File: config.mk
export PLATFORM = sky130hd
export DESIGN_NAME = gas_sensor_frame_parser_unit
export DESIGN_NICKNAME = d
export VERILOG_FILES = /design/src/design/gsfp_pkg.sv /design/src/design/gsfp_frame_tracker.sv /design/src/design/gas_sensor_frame_parser_unit.sv
export SDC_FILE = /design/constraint.sdc
export NUM_CORES = 1
export LEC_CHECK = 0
export BUFFER_PORTS_ARGS = -buffer_cell sky130_fd_sc_hd__buf_2
export CORE_MARGIN = 1.5
export CORE_UTILIZATION = 53
export CTS_CLUSTER_SIZE = 14
export DETAILED_ROUTE_END_ITERATION = 8
export PLACE_DENSITY_LB_ADDON = 0.25
export SKIP_CTS_REPAIR_TIMING = 1
export SYNTH_ARGS = -nofsm -noshare
export SYNTH_HDL_FRONTEND = slang
export SYNTH_HIERARCHICAL = 1
export SYNTH_SLANG_ARGS = --single-unit
export TNS_END_PERCENT = 50
File: constraint.sdc
create_clock -name clk -period 4.46 [get_ports clk]
set_input_delay 0.669 -clock clk [delete_from_list [all_inputs] [get_ports clk]]
set_output_delay 0.669 -clock clk [all_outputs]
set_load 0.005 [all_outputs]
File: src/design/gsfp_pkg.sv
// ---------------------------------------------------------------------------
// gsfp_pkg
// Types and constants of the gas sensor frame parser.
// ---------------------------------------------------------------------------
package gsfp_pkg;

  typedef enum logic [1:0] {
    ST_OK       = 2'd0,
    ST_HEADER   = 2'd1,
    ST_CHECKSUM = 2'd2,
    ST_TIMEOUT  = 2'd3
  } status_t;

  typedef enum logic [1:0] {
    LVL_NORMAL  = 2'd0,
    LVL_WARNING = 2'd1,
    LVL_DANGER  = 2'd2
  } level_t;

  localparam logic [1:0] REG_DANGER  = 2'd0;
  localparam logic [1:0] REG_WARNING = 2'd1;
  localparam logic [1:0] REG_ALARM   = 2'd2;

  localparam logic [15:0] DANGER_RESET  = 16'd200;
  localparam logic [15:0] WARNING_RESET = 16'd50;
  localparam logic [7:0]  ALARM_RESET   = 8'd3;

  localparam logic [7:0] START_BYTE = 8'hFF;
  localparam logic [7:0] HDR_BYTE1  = 8'h18;
  localparam logic [7:0] HDR_BYTE2  = 8'h04;
  localparam logic [3:0] LAST_POS   = 4'd8;
  localparam logic [3:0] POS_HDR1   = 4'd1;
  localparam logic [3:0] POS_HDR2   = 4'd2;
  localparam logic [3:0] POS_PPM_HI = 4'd4;
  localparam logic [3:0] POS_PPM_LO = 4'd5;

  localparam logic [7:0] MISS_MAX = 8'hFF;

  // Frame event from the byte tracker.
  typedef struct packed {
    logic         done;
    status_t      status;
    logic [15:0]  ppm;
  } frame_evt_t;

endpackage

File: src/design/gsfp_frame_tracker.sv
// ---------------------------------------------------------------------------
// gsfp_frame_tracker
// Start-byte hunt, header check, running checksum, ppm capture and timeout events.
// ---------------------------------------------------------------------------
module gsfp_frame_tracker (
  input  logic                 clk,
  input  logic                 rst,
  input  logic                 accept,
  input  logic                 func,
  input  logic [7:0]           rx_byte,
  output gsfp_pkg::frame_evt_t evt
);

  logic [3:0] pos, pos_next;
  logic [7:0] sum, sum_next;
  logic       hdr_good, hdr_good_next;
  logic [7:0] ppm_high, ppm_high_next;
  logic [7:0] ppm_low, ppm_low_next;
  logic       hunting;

  assign hunting = (pos == 4'd0) || (pos > gsfp_pkg::LAST_POS);

  always_comb begin
    pos_next      = pos;
    sum_next      = sum;
    hdr_good_next = hdr_good;
    ppm_high_next = ppm_high;
    ppm_low_next  = ppm_low;
    evt.done      = 1'b0;
    evt.status    = gsfp_pkg::ST_OK;
    evt.ppm       = {ppm_high, ppm_low};
    if (accept) begin
      priority if (func) begin
        pos_next   = 4'd0;
        evt.done   = 1'b1;
        evt.status = gsfp_pkg::ST_TIMEOUT;
      end else if (hunting) begin
        if (rx_byte == gsfp_pkg::START_BYTE) begin
          sum_next      = gsfp_pkg::START_BYTE;
          hdr_good_next = 1'b1;
          pos_next      = 4'd1;
        end else begin
          pos_next = 4'd0;
        end
      end else if (pos == gsfp_pkg::LAST_POS) begin
        pos_next = 4'd0;
        evt.done = 1'b1;
        priority if (!hdr_good) begin
          evt.status = gsfp_pkg::ST_HEADER;
        end else if (~sum != rx_byte) begin
          evt.status = gsfp_pkg::ST_CHECKSUM;
        end else begin
          evt.status = gsfp_pkg::ST_OK;
        end
      end else begin
        if (pos == gsfp_pkg::POS_HDR1 && rx_byte != gsfp_pkg::HDR_BYTE1) begin
          hdr_good_next = 1'b0;
        end
        if (pos == gsfp_pkg::POS_HDR2 && rx_byte != gsfp_pkg::HDR_BYTE2) begin
          hdr_good_next = 1'b0;
        end
        if (pos == gsfp_pkg::POS_PPM_HI) begin
          ppm_high_next = rx_byte;
        end
        if (pos == gsfp_pkg::POS_PPM_LO) begin
          ppm_low_next = rx_byte;
        end
        sum_next = sum + rx_byte;
        pos_next = pos + 4'd1;
      end
    end
  end

  always_ff @(posedge clk) begin
    if (rst) begin
      pos      <= 4'd0;
      sum      <= 8'd0;
      hdr_good <= 1'b1;
      ppm_high <= 8'd0;
      ppm_low  <= 8'd0;
    end else begin
      pos      <= pos_next;
      sum      <= sum_next;
      hdr_good <= hdr_good_next;
      ppm_high <= ppm_high_next;
      ppm_low  <= ppm_low_next;
    end
  end

endmodule

File: src/design/gas_sensor_frame_parser_unit.sv
// ---------------------------------------------------------------------------
// gas_sensor_frame_parser_unit
// Nine-byte CO sensor frame parser with level classing and miss alarm.
// ---------------------------------------------------------------------------
// Usage:
//   s_axis carries one item per transaction: tdata = received byte, tuser = 1
//   for a read-window timeout (tdata ignored), 0 for a byte.
//   m_axis carries one result per finished frame or timeout; tuser holds the
//   status code, tdata the ppm, level, miss count and alarm flag.
//   cfg_we/cfg_addr/cfg_data write the danger threshold (0), warning
//   threshold (1) and miss alarm count (2); write only while idle.
// Timing:
//   A result appears on m_axis in the cycle after the byte that ends the frame
//   (or the timeout) is accepted. One item is taken every cycle unless a result
//   is stalled on m_axis; the single output register sets the rate.
// Reset:
//   rst clears the frame tracker to hunting, the miss counter to zero, the
//   registers to 200/50/3 and drops any pending result.
// Stall:
//   While a result waits with m_axis_tready low, s_axis_tready is low; the
//   result is held stable until taken.
// ---------------------------------------------------------------------------
module gas_sensor_frame_parser_unit (
  input  logic        clk,
  input  logic        rst,
  input  logic        s_axis_tvalid,
  output logic        s_axis_tready,
  input  logic [7:0]  s_axis_tdata,   // [7:0] rx_byte
  input  logic        s_axis_tuser,   // [0] func
  output logic        m_axis_tvalid,
  input  logic        m_axis_tready,
  output logic [31:0] m_axis_tdata,   // [15:0] co_ppm, [17:16] level,
                                      // [25:18] misses, [26] miss_alarm
  output logic [1:0]  m_axis_tuser,   // [1:0] status
  input  logic        cfg_we,
  input  logic [1:0]  cfg_addr,
  input  logic [15:0] cfg_data
);

  logic [15:0] danger_thr;
  logic [15:0] warning_thr;
  logic [7:0]  alarm_cnt;

  logic                 accept;
  gsfp_pkg::frame_evt_t evt;

  logic [7:0]  misses, misses_next;
  logic [15:0] ppm_res;
  gsfp_pkg::level_t level_res;

  logic              out_valid;
  gsfp_pkg::status_t out_status;
  logic [15:0]       out_ppm;
  gsfp_pkg::level_t  out_level;
  logic [7:0]        out_misses;
  logic              out_alarm;

  assign s_axis_tready = !out_valid || m_axis_tready;
  assign accept        = s_axis_tvalid && s_axis_tready;

  gsfp_frame_tracker u_tracker (
    .clk     (clk),
    .rst     (rst),
    .accept  (accept),
    .func    (s_axis_tuser),
    .rx_byte (s_axis_tdata),
    .evt     (evt)
  );

  always_ff @(posedge clk) begin
    if (rst) begin
      danger_thr  <= gsfp_pkg::DANGER_RESET;
      warning_thr <= gsfp_pkg::WARNING_RESET;
      alarm_cnt   <= gsfp_pkg::ALARM_RESET;
    end else if (cfg_we) begin
      unique case (cfg_addr)
        gsfp_pkg::REG_DANGER:  danger_thr  <= cfg_data;
        gsfp_pkg::REG_WARNING: warning_thr <= cfg_data;
        gsfp_pkg::REG_ALARM:   alarm_cnt   <= cfg_data[7:0];
        default: ;
      endcase
    end
  end

  always_comb begin
    misses_next = misses;
    ppm_res     = 16'd0;
    level_res   = gsfp_pkg::LVL_NORMAL;
    if (evt.status == gsfp_pkg::ST_OK) begin
      misses_next = 8'd0;
      ppm_res     = evt.ppm;
      priority if (evt.ppm > danger_thr) begin
        level_res = gsfp_pkg::LVL_DANGER;
      end else if (evt.ppm > warning_thr) begin
        level_res = gsfp_pkg::LVL_WARNING;
      end else begin
        level_res = gsfp_pkg::LVL_NORMAL;
      end
    end else if (misses != gsfp_pkg::MISS_MAX) begin
      misses_next = misses + 8'd1;
    end
  end

  always_ff @(posedge clk) begin
    if (rst) begin
      misses    <= 8'd0;
      out_valid <= 1'b0;
    end else begin
      if (evt.done) begin
        misses    <= misses_next;
        out_valid <= 1'b1;
      end else if (m_axis_tready) begin
        out_valid <= 1'b0;
      end
    end
  end

  always_ff @(posedge clk) begin
    if (evt.done) begin
      out_status <= evt.status;
      out_ppm    <= ppm_res;
      out_level  <= level_res;
      out_misses <= misses_next;
      out_alarm  <= (misses_next >= alarm_cnt);
    end
  end

  assign m_axis_tvalid = out_valid;
  assign m_axis_tuser  = out_status;
  assign m_axis_tdata  = {5'd0, out_alarm, out_misses, out_level, out_ppm};

endmodule

Yosys cells after proc, flatten, opt, wreduce, memory -nomap -nowiden
Index checks and enable logic that the tools add are counted.
{ "word_totals": {"reg_bits": 107, "input_bits": 32, "wordCells": 85} }
{ "classes": {"addsub": 3, "magnitude_cmp": 4, "eq_ne": 14, "muxes": 24, "n_bitwise": 5, "reduce_logical": 19} }
{ "op_table": {"columns": ["op", "n"], "rows": [
  ["8-bit 2-to-1 mux", 5],
  ["16-bit > comparator", 2],
  ["5-bit AND reduction", 3],
  ["3-bit 2-to-1 mux", 4],
  ["4-bit 2-to-1 mux", 3],
  ["1-bit 2-to-1 mux", 9],
  ["8-bit by 1-bit adder with 8-bit output (second input constant)", 1],
  ["8-bit adder", 1],
  ["4-bit by 3-bit == test with 1-bit output (second input constant)", 2],
  ["8-bit == test (second input constant)", 1],
  ["8-bit >= comparator", 1],
  ["8-bit by 3-bit != test with 1-bit output (second input constant)", 1],
  ["8-bit by 5-bit != test with 1-bit output (second input constant)", 1],
  ["8-bit != test", 1],
  ["8-bit != test (second input constant)", 1],
  ["8-bit inverter", 1],
  ["2-bit 2-to-1 mux", 3],
  ["2-bit AND reduction", 3],
  ["4-bit by 1-bit adder with 4-bit output (second input constant)", 1],
  ["4-bit by 1-bit == test with 1-bit output (second input constant)", 1],
  ["4-bit by 2-bit == test with 1-bit output (second input constant)", 1],
  ["4-bit == test (second input constant)", 1],
  ["4-bit > comparator (second input constant)", 1],
  ["2-bit logical NOT", 2],
  ["13 further kinds", 19]
]} }

Logic depth before layout (Yosys ltp)
Gate-level depths: netlist of the first run.
{ "logic_depth": {"word_depth": 11, "mapped_depth": 17, "ltp_nobuf": 15} }

Cells and area by module
The synthesis of the first run kept the hierarchy.
{ "by_module_without_submodules": {"columns": ["mod", "n_inst", "cells_each", "area_each_um2"], "rows": [
  ["gas_sensor_frame_parser_unit", 1, 429, 4010.1],
  ["gsfp_frame_tracker", 1, 193, 1561.5]
]} }

Worst setup path after synthesis of the first run
OpenSTA, ideal clock, no wires.
{ "synth_timing": {"path_kind": "register to register", "start": "reg u_tracker.pos[0]", "end": "reg out_alarm, data pin", "setup_ns": 0.256, "arrival_ns": 4.198, "required_time_ns": 4.204, "path_slack_ns": 0.006, "stages_incl_launch_ff": 18, "period_less_slack_ns": 4.454, "cell_sequence": "dfxtp_1 > inv_1 > ha_1 > buf_2 > and2b_1 > and2_1 > nor2_1 > nor2_1 > a21boi_0 > or2_2 > clkbuf_1 > nand2_1 > ha_1 > nand2b_1 > a21o_1 > a21oi_1 > o21ai_0 > o22a_1"} }
{ "synth_rtl": {"columns": ["item", "line", "source"], "rows": [
  ["from (decl)", "gsfp_frame_tracker.sv:14", "logic [3:0] pos, pos_next;"],
  ["from (signal assigned)", "gsfp_frame_tracker.sv:82", "pos <= pos_next;"],
  ["to (signal assigned)", "gas_sensor_frame_parser_unit.sv:124", "out_alarm <= (misses_next >= alarm_cnt);"],
  ["to (decl)", "gas_sensor_frame_parser_unit.sv:56", "logic out_alarm;"]
]} }

==> results by group, run 1 <==
Status
  – Status: finished, final reports clean

Critical path
  – Crit path top cell by count: ha_1
  – CP Launch Type: register
  – Critical path, cell by cell: inv_1, ha_1, and2b_1, and2_1, nor2_1, nor2_4, a21boi_0, or2_2, nand2_1, ha_1, nand2b_1, a21o_1, a21oi_1, o21ai_0, o22a_1
  – Crit-path max FO: 10
  – Worst Setup End Kind: register
  – Critical path class: register to register
  – Data arrival, critical path: 3.66 ns
  – Worst path slowest cell: dfxtp_1
  – CP max stage delay: 0.38 ns
  – Critical path required time: 4.60 ns

Synthesis
  – Sequential share of the synthesized area: 43.7%
  – Top post-synthesis cells by count: 98 x nand2_1, 78 x dfxtp_1, 72 x a21oi_1
  – Flops & latches, synth: 107
  – Post-synth EDFFs: 29
  – Yosys warns: 6
  – Synth top area cells: dfxtp_1 28%, edfxtp_1 16%, ha_1 12%
  – Post-synth ARST share: 0%
  – Mean Syn Cell Area: 8.96 um^2
  – Post-Syn Area: 5570 um^2
  – Yosys cell types: 60
  – Synth Flop Type: dfxtp_1
  – Synth top area share: around 28%
  – Cell with the most instances after synthesis: nand2_1
  – Instance count of the mapped netlist: 622
  – Largest area contributor in the netlist: dfxtp_1

Cells and area
  – Area growth syn-to-layout: 11.2%
  – Nets@finish: ~760
  – N_diodes: 0
  – Share of post-route cells with drive strength above 1: 14.0%
  – Final core utilization: 60.3%
  – Cell area after layout: 6190 um^2
  – Fin cells: 814

STA
  – Max Freq: 0.284 GHz
  – Fin crit share: 79.1%
  – Setup TNS: 0 ns
  – Relative slew slack: around 18%
  – Period minus WS final: 3.53 ns
  – Fin. Hold Viols: 0
  – Worst-margin pin slew: 1.22 ns
  – Setup violations, final: 0
  – Fin. max-slew vios: 0
  – Unrepaired setup endpoints after global routing: false
  – Setup Skew: between 0.01 and 0.015 ns

Routing
  – WL final: 12,800 um
  – WL per Instance: 15.8 um
  – DR iter-0 viols: between 200 and 300
  – Detailed-router iteration count before antenna repair: 5
  – Via/cell ratio: 5.58
  – Vias: 4,545
  – Routed Antenna Nets: 0
  – DRC errors left: 0

GRT
  – Antenna violations before repair: 0
  – Global-route wire length before repair: 21,100 um
  – Met3 GRT Util: 3.03%
  – Largest net degree at the start of global routing: 70
  – Overflow after GRT: 0
  – Total Routing Usage GR: 24.1%
  – Gr busiest metal: met2
  – Met1 Use GR: 32.2%
  – GR Util met2: 40.1%
  – Vias in the first global route: ~4,300

Clock network
  – Reg clk slew, reported paths: 0.10 ns
  – Clk Latency, worst-skew pair: 0.37 ns
  – H-tree levels: 3
  – CTS root buffer: clkbuf_8
  – Deepest clock path buffer count: 2
  – CTS Sinks: 107
  – CTS tree: yes
  – Inserted Clock Buffers: 9

Place
  – HPWL after DPL: approximately 9500 um
  – Placed insts: 798
  – RePlAce Congestion: 0.962
  – Placed cell areas: 5960 um^2
  – PortBufs: 62

Floorplanning
  – # IOs: 68
  – Starting Density: 54.2%
  – Core ar.: 10,300 um^2
  – Die ar.: 11,100 um^2
  – Core Rows: 37
  – Die width: 106 um
  – DIE HEIGHT: about 110 um

Power and ir drop
  – P per Cell Area: 300 nW/um^2
  – Final Total Pwr: 1.86 mW
  – Worst VDD drop: 0.176 mV
  – Cell leakage power: about 2.5 nW

Worst hold path
  – Worst min path class: register to register

Job
  – Max-cap viol count: 0
[logic make-up (layout without fill, tap and decap cells)]
kind of cell	after synthesis	count (layout)	share of synthesized area (%)
buffers and inverters	76	128	5.70
other	1	5	0.0673
and+or+nand+nor	240	240	21.3
DFF	107	107	43.7
adders and majority gates	53	53	12.0
xor gates and xnor gates	11	11	1.73
AOI/OAI and AO/OA	125	125	13.9
muxes	9	9	1.62
[cells in the final DEF, fill, tap and decap left out, types with 7 or more instances in the layout]
| master | instances |
|---|---|
| a21oi_1 | 72 |
| and2_1 | 20 |
| buf_2 | 62 |
| clkbuf_8 | 9 |
| dfxtp_1 | 78 |
| edfxtp_1 | 29 |
| ha_1 | 52 |
| inv_1 | 45 |
| mux2i_1 | 9 |
| nand2_1 | 98 |
| nand3_1 | 29 |
| nand4_1 | 9 |
| nor2_1 | 33 |
| nor3_1 | 12 |
| o211ai_1 | 8 |
| o21ai_0 | 11 |
| xor2_1 | 7 |
[cell type report]
type / count / area, um^2
Sequential cell: 107 / 2430
Clock buffer: 10 / 149
Multi-Input combinational cell: 443 / 2840
Fill cell: 959 / 4080
Timing Repair Buffer: 66 / 340
Tap cell: 136 / 170
Clock inverter: 6 / 86.3
Inverter: 46 / 173
[layer usage]
metal	routed length [um]	vias to the layer above
li1	-	2262
met1	6010	2149
met2	6020	115
met3	539	19
met4	262	0
met5	0	-
[state kept, by name, indices dropped and copies added (netlist names)]
register and flops:
danger_thr 16, out_ppm 16, warning_thr 16, alarm_cnt 8, misses 8, out_misses 8
u_tracker/ppm_high 8, u_tracker/ppm_low 8, u_tracker/sum 8, u_tracker/pos 4, m_axis_tuser 2, out_level 2
m_axis_tvalid 1, out_alarm 1, u_tracker/hdr_good 1
[power breakdown]
group / total (mW) / switching, mW / internal, mW
clock network: 0.681 / 0.332 / 0.349
logic: 0.149 / 0.0964 / 0.0530
registers: 1.03 / 0.00950 / 1.02
[worst max-delay path: cells and delay by family (launching register included)]
| kind | cells | cell delay, ns |
|---|---|---|
| buffers and inverters | 1 | 0.11 |
| AND/OR/NAND/NOR | 7 | 1.26 |
| AO/OA/AOI/OAI | 5 | 0.88 |
| flip-flops | 1 | 0.38 |
| adder cells (fa/ha/maj) | 2 | 0.65 |
[worst paths after layout]
kind / cells after the start / start / slack (ns) / endpoint
max reg2reg: 15 / u_tracker/pos[0] / 0.93 / out_alarm
max: 15 / u_tracker/pos[0] / 0.93 / out_alarm
min reg2reg: 2 / danger_thr[8] / 0.46 / danger_thr[8]
min: 2 / danger_thr[8] / 0.46 / danger_thr[8]
[per-stage QoR]
step | hold WS (ns) | worst slack, ns
finish | 0.460 | 0.934
global route | 0.473 | 0.665
CTS | 0.463 | 0.943
detailed placement | 0.449 | 0.833
global placement | 0.445 | 0.828
floorplan | 0.436 | 0.00588
No activity file was read; power rests on OpenSTA's default activity.
==> inputs of run 2 (changes only) <==
- clock period: 4.46 -> 3.2 ns (I/O delays scaled with it)
==> run 2 against run 1 <==
Core utilization grew 2.4 points. Via count grew 1.9%. Critical path depth is the same. Register-to-register slack lost 0.73 ns.
==> results by group, run 2 (same netlist as run 1, synthesis figures left out) <==
Status
  – Status: finished, final reports clean

GRT
  – Largest net degree at the start of global routing: 70
  – Overflow after GRT: 0
  – Vias in the first global route: between 4,000 and 5,000
  – Antenna violations before repair: 0
  – Total Routing Usage GR: 23.5%
  – Global-route wire length before repair: 20,900 um

Critical path
  – Crit-path max FO: 10
  – Critical path class: register to register
  – Data arrival, critical path: 3.11 ns
  – Critical path required time: 3.32 ns
  – Worst Setup End Kind: register
  – Reg2Reg Depth: 15
  – CP Launch Type: register

Job
  – Max-cap viol count: 0

Floorplanning
  – # IOs: 68
  – Die width: 106 um
  – Core Rows: 37
  – Die ar.: 11,100 um^2
  – Core ar.: 10,300 um^2
  – Starting Density: 54.2%
  – DIE HEIGHT: roughly 110 um

Power and ir drop
  – Worst VDD drop: 0.257 mV
  – Final Total Pwr: 2.67 mW
  – Cell leakage power: around 2.6 nW
  – P per Cell Area: 415 nW/um^2

Clock network
  – CTS root buffer: clkbuf_8
  – Deepest clock path buffer count: 2
  – H-tree levels: 3
  – CTS tree: yes
  – Reg clk slew, reported paths: 0.10 ns
  – Inserted Clock Buffers: 9
  – Clk Latency, worst-skew pair: 0.36 ns
  – CTS Sinks: 107

Place
  – HPWL after DPL: between 9000 and 10,000 um
  – PortBufs: 62
  – Placed insts: 822
  – RePlAce Congestion: 0.918

STA
  – Setup Skew: about 0.0082 ns
  – Relative slew slack: 50.3%
  – Fin crit share: 93.6%
  – Period minus WS final: 2.99 ns
  – Fin. Hold Viols: 0
  – Unrepaired setup endpoints after global routing: false
  – Setup violations, final: 0
  – Fin. max-slew vios: 0
  – Max Freq: 0.334 GHz
  – Worst-margin pin slew: 0.746 ns

Routing
  – Routed Antenna Nets: 0
  – WL final: 12,700 um
  – DRC errors left: 0
  – Vias: 4,632
  – Detailed-router iteration count before antenna repair: 5
  – Via/cell ratio: 5.52
  – WL per Instance: between 15 and 20 um
  – DR iter-0 viols: roughly 240

Cells and area
  – N_diodes: 0
  – Largest registers: danger_thr x16, out_ppm x16, warning_thr x16
  – Most common cell after layout, fill and taps aside: nand2_1
  – Fin cells: 839
  – Leading cell types in the layout, fill and taps excluded: 97 x nand2_1, 76 x dfxtp_1, 71 x a21oi_1
  – Share of post-route cells with drive strength above 1: a little under a fifth
  – Nets@finish: 783
  – Area growth syn-to-layout: 15.7%
  – Total of fill cells in the finished design: 903

Worst hold path
  – Worst min path class: primary input to register
  – WHS Path Cells: 3
==> run 2: cell types whose count changed in the layout (fill, tap and decap cells not counted), sizes merged <==
cell / previous run / this run
clkbuf: 10 / 12
clkinvlp: 1 / 0
bufinv: 2 / 3
buf: 66 / 91
clkinv: 4 / 2
==> run 2: routing by layer <==
layer / wire length (um) / GRT usage (%) / vias to the layer above
met2: 6070 / 39.4 / 116
met5: 0 / 0 / -
met3: 491 / 2.78 / 22
met4: 323 / 9.56 / 0
met1: 5820 / 31.0 / 2183
li1: - / - / 2311
==> run 2: critical path, stage by stage (launching register included) <==
cell	delay, ns
dfxtp_2	0.36
inv_2	0.09
ha_4	0.20
and2b_2	0.21
and2_4	0.20
o311ai_0	0.13
buf_4	0.17
a21oi_4	0.18
nor2_1	0.08
buf_4	0.17
nor2_1	0.15
ha_1	0.26
and2_1	0.17
o21ai_0	0.13
o21ai_1	0.08
o22a_1	0.17
==> run 2: worst paths after layout <==
kind | start | endpoint | slack, ns
hold / removal | cfg_data[14] | danger_thr[14] | 0.35
hold reg to reg | danger_thr[8] | danger_thr[8] | 0.46
setup reg to reg | u_tracker/pos[1] | out_alarm | 0.21
setup / recovery | u_tracker/pos[1] | out_alarm | 0.21
==> run 2: stage by stage <==
step	instance area [um^2]	TNS, ns	worst slack, ns	utilization, %	hold WS, ns
after floorplan	5650	-0.0238	-0.0238	-	0.436
final	6440	0	0.206	62.7	0.355
after detailed placement	6170	0	0.0502	60.1	0.449
after CTS	6430	0	0.0922	62.5	0.342
after global placement	6170	0	0.0949	60.1	0.443
after global routing	6440	0	0.00956	62.7	0.342
==> run 2: power breakdown <==
part | total, mW | internal, mW | leakage (nW) | switching, mW
Clock | 1.01 | 0.567 | 0.126 | 0.443
Combinational | 0.229 | 0.0902 | 1.59 | 0.139
Sequential | 1.43 | 1.42 | 0.913 | 0.0128
==> run 2: area by class of cell <==
type	count	area (um^2)	area share, %
Inverter	46	173	2.68
Timing Repair Buffer	91	528	8.19
Sequential cell	107	2430	37.8
Multi-Input combinational cell	443	2890	44.8
Clock buffer	12	156	2.43
Tap cell	136	170	2.64
Clock inverter	4	95.1	1.48
==> inputs of run 3 (changes only) <==
- BUFFER_PORTS_ARGS: -buffer_cell sky130_fd_sc_hd__buf_2 -> not set
- CORE_UTILIZATION: 53 -> 55
- DONT_BUFFER_PORTS: not set -> 1
==> run 3 against run 2 <==
Power decreased by 12%. Core utilization decreased by 2.1 points. Count of clock-buffer cells in the layout decreased by 3. Clock power decreased by 25%. Routed wire length decreased by 0.30%. Design area decreased by 7.7%. Maximum frequency decreased by 0.28%. Combinational power decreased by 33%. Sequential power about the same. First-iteration DRC count increased by 10%. Critical path type unchanged. Highest routed layer unchanged.
==> results by group, run 3 (same netlist as run 1, synthesis figures left out) <==
Status
  – Status: finished, final reports clean

Place
  – PortBufs: 0
  – Placed insts: roughly 750
  – HPWL after DPL: 9200 um
  – DP Worst Slack: 0.190 ns
  – RePlAce Congestion: 0.939

Critical path
  – Reg2Reg Depth: 14
  – Critical R2R Launch: u_tracker/pos[0]
  – CP Launch Type: register
  – R2R setup slack: 0.20 ns
  – Crit-path max FO: 10
  – Critical path required time: 3.34 ns
  – Crit path top cell by count: nor2_1
  – CP max stage delay: approximately 0.36 ns
  – Critical path class: register to register
  – WP depth: 14
  – Data arrival, critical path: 3.14 ns
  – Buf+Inv Stages, Crit Path: 2
  – Top Family by Delay on Critical Path: compound AO/OA/AOI/OAI gates
  – Worst path slowest cell: dfxtp_2
  – Critical path, cell by cell: inv_2, ha_4, and2b_2, and2_4, o311ai_0, a21oi_1, nor2_1, buf_4, nor2_1, ha_1, and2_1, o21ai_0, o21ai_1, o22a_1
  – Crit Reg-Reg Endpoint: out_alarm
  – Worst Setup End Kind: register

Routing
  – DRC errors left: 0
  – Via/cell ratio: 5.72
  – Vias: around 4,400
  – WL final: 12,700 um
  – DR iter-0 viols: 264
  – Detailed-router iteration count before antenna repair: 5
  – Routed Antenna Nets: 0
  – WL per Instance: approximately 17 um

Power and ir drop
  – P per Cell Area: 395 nW/um^2
  – Sequential share of power: 61.1%
  – Pint: ~1.8 mW
  – Cell leakage power: ~2.3 nW
  – Clock power frac: 32.4%
  – Switch share: between 20 and 25%
  – NetSw: 585 uW
  – Worst VDD drop: 0.212 mV
  – Logic pwr share: 6.6%

Cells and area
  – Area growth syn-to-layout: 6.78%
  – Leading cell types in the layout, fill and taps excluded: 97 x nand2_1, 76 x dfxtp_1, 71 x a21oi_1
  – Most common cell after layout, fill and taps aside: nand2_1
  – Nets@finish: 708
  – N_diodes: 0
  – Largest registers: danger_thr x16, out_ppm x16, warning_thr x16
  – Share of post-route cells with drive strength above 1: a little under 9%
  – Fin cells: 761

GRT
  – Total Routing Usage GR: between 20% and 30%
  – Antenna violations before repair: 0
  – Vias in the first global route: 4,209
  – Overflow after GRT: 0
  – Largest net degree at the start of global routing: 71
  – Global-route wire length before repair: 20,500 um

Clock network
  – H-tree levels: 3
  – CTS tree: yes
  – Inserted Clock Buffers: 9
  – Clk Latency, worst-skew pair: 0.37 ns
  – CTS Sinks: between 100 and 150
  – CTS root buffer: clkbuf_8
  – Reg clk slew, reported paths: 0.10 ns
  – Deepest clock path buffer count: 2

Floorplanning
  – # IOs: 68
  – DIE HEIGHT: slightly above 100 um
  – Core Rows: 36
  – Die ar.: ~11,000 um^2
  – Core ar.: 9820 um^2
  – Die width: 104 um
  – Starting Density: between 50 and 60%

Worst hold path
  – Worst min path class: primary input to register
  – WHS Path Cells: 1
  – Hold endpoint: u_tracker/pos[0]
  – Hold_sp: rst

STA
  – Fin crit share: 93.8%
  – Unrepaired setup endpoints after global routing: false
  – Fin. max-slew vios: 0
  – Max Freq: 0.333 GHz
  – Period minus WS final: about 3.0 ns
  – Worst-margin pin slew: 0.757 ns
  – Fin. Hold Viols: 0
  – Setup violations, final: 0
  – Relative slew slack: 49.2%
  – Setup Skew: ~0.01 ns
  – Setup ws final: a little under 0.2 ns

Job
  – Max-cap viol count: 0
run 3: cell types whose count changed in the layout (fill, tap and decap cells not counted), sizes merged:
cell	previous run	this run
buf	91	16
clkinv	2	5
clkinvlp	0	1
inv	45	47
bufinv	3	0
clkbuf	12	9
run 3: layout make-up:
| class | instances | area (um^2) |
|---|---|---|
| multi-input combinational | 443 | 2880 |
| timing repair buffer | 16 | 120 |
| tap | 133 | 166 |
| fill | 885 | 3870 |
| sequential | 107 | 2430 |
| clock buffer | 9 | 124 |
| inverter | 46 | 173 |
| clock inverter | 7 | 51.3 |
run 3: worst max path at each step:
stage	from	to
finish	u_tracker/pos[0]	out_alarm
global route	u_tracker/pos[0]	out_alarm
CTS	u_tracker/pos[0]	out_alarm
detailed placement	s_axis_tdata[3]	out_alarm
global placement	s_axis_tdata[4]	out_alarm
floorplan	u_tracker/pos[1]	out_alarm
run 3: metrics by stage:
step | util [%] | total power [mW] | hold WS [ns] | instance area, um^2 | TNS [ns]
2_1_floorplan | - | 1.60 | 0.436 | 5650 | -0.0238
3_3_place_gp | 58.8 | 1.62 | 0.438 | 5770 | 0
3_5_place_dp | 58.8 | 1.62 | 0.443 | 5770 | 0
4_1_cts | 60.6 | 2.37 | 0.156 | 5950 | 0
5_1_grt | 60.6 | 2.44 | 0.153 | 5950 | 0
6_report | 60.6 | 2.35 | 0.166 | 5950 | 0
run 3: power by group through the flow:
stage / Sequential, mW / Clock, mW / Combinational [mW]
floorplan: 1.46 / 0 / 0.132
global placement: 1.47 / 0 / 0.148
detailed placement: 1.47 / 0 / 0.153
CTS: 1.44 / 0.775 / 0.153
global route: 1.44 / 0.825 / 0.173
finish: 1.44 / 0.761 / 0.154
run 3: routing by layer:
layer | vias to the layer above | GRT usage, % | part of all wire (%)
met2 | 143 | 37.9 | 46
li1 | 2170 | - | -
met3 | 20 | 3.65 | 6.2
met5 | - | 0 | 0
met4 | 0 | 10.6 | 2.5
met1 | 2017 | 32.7 | 45
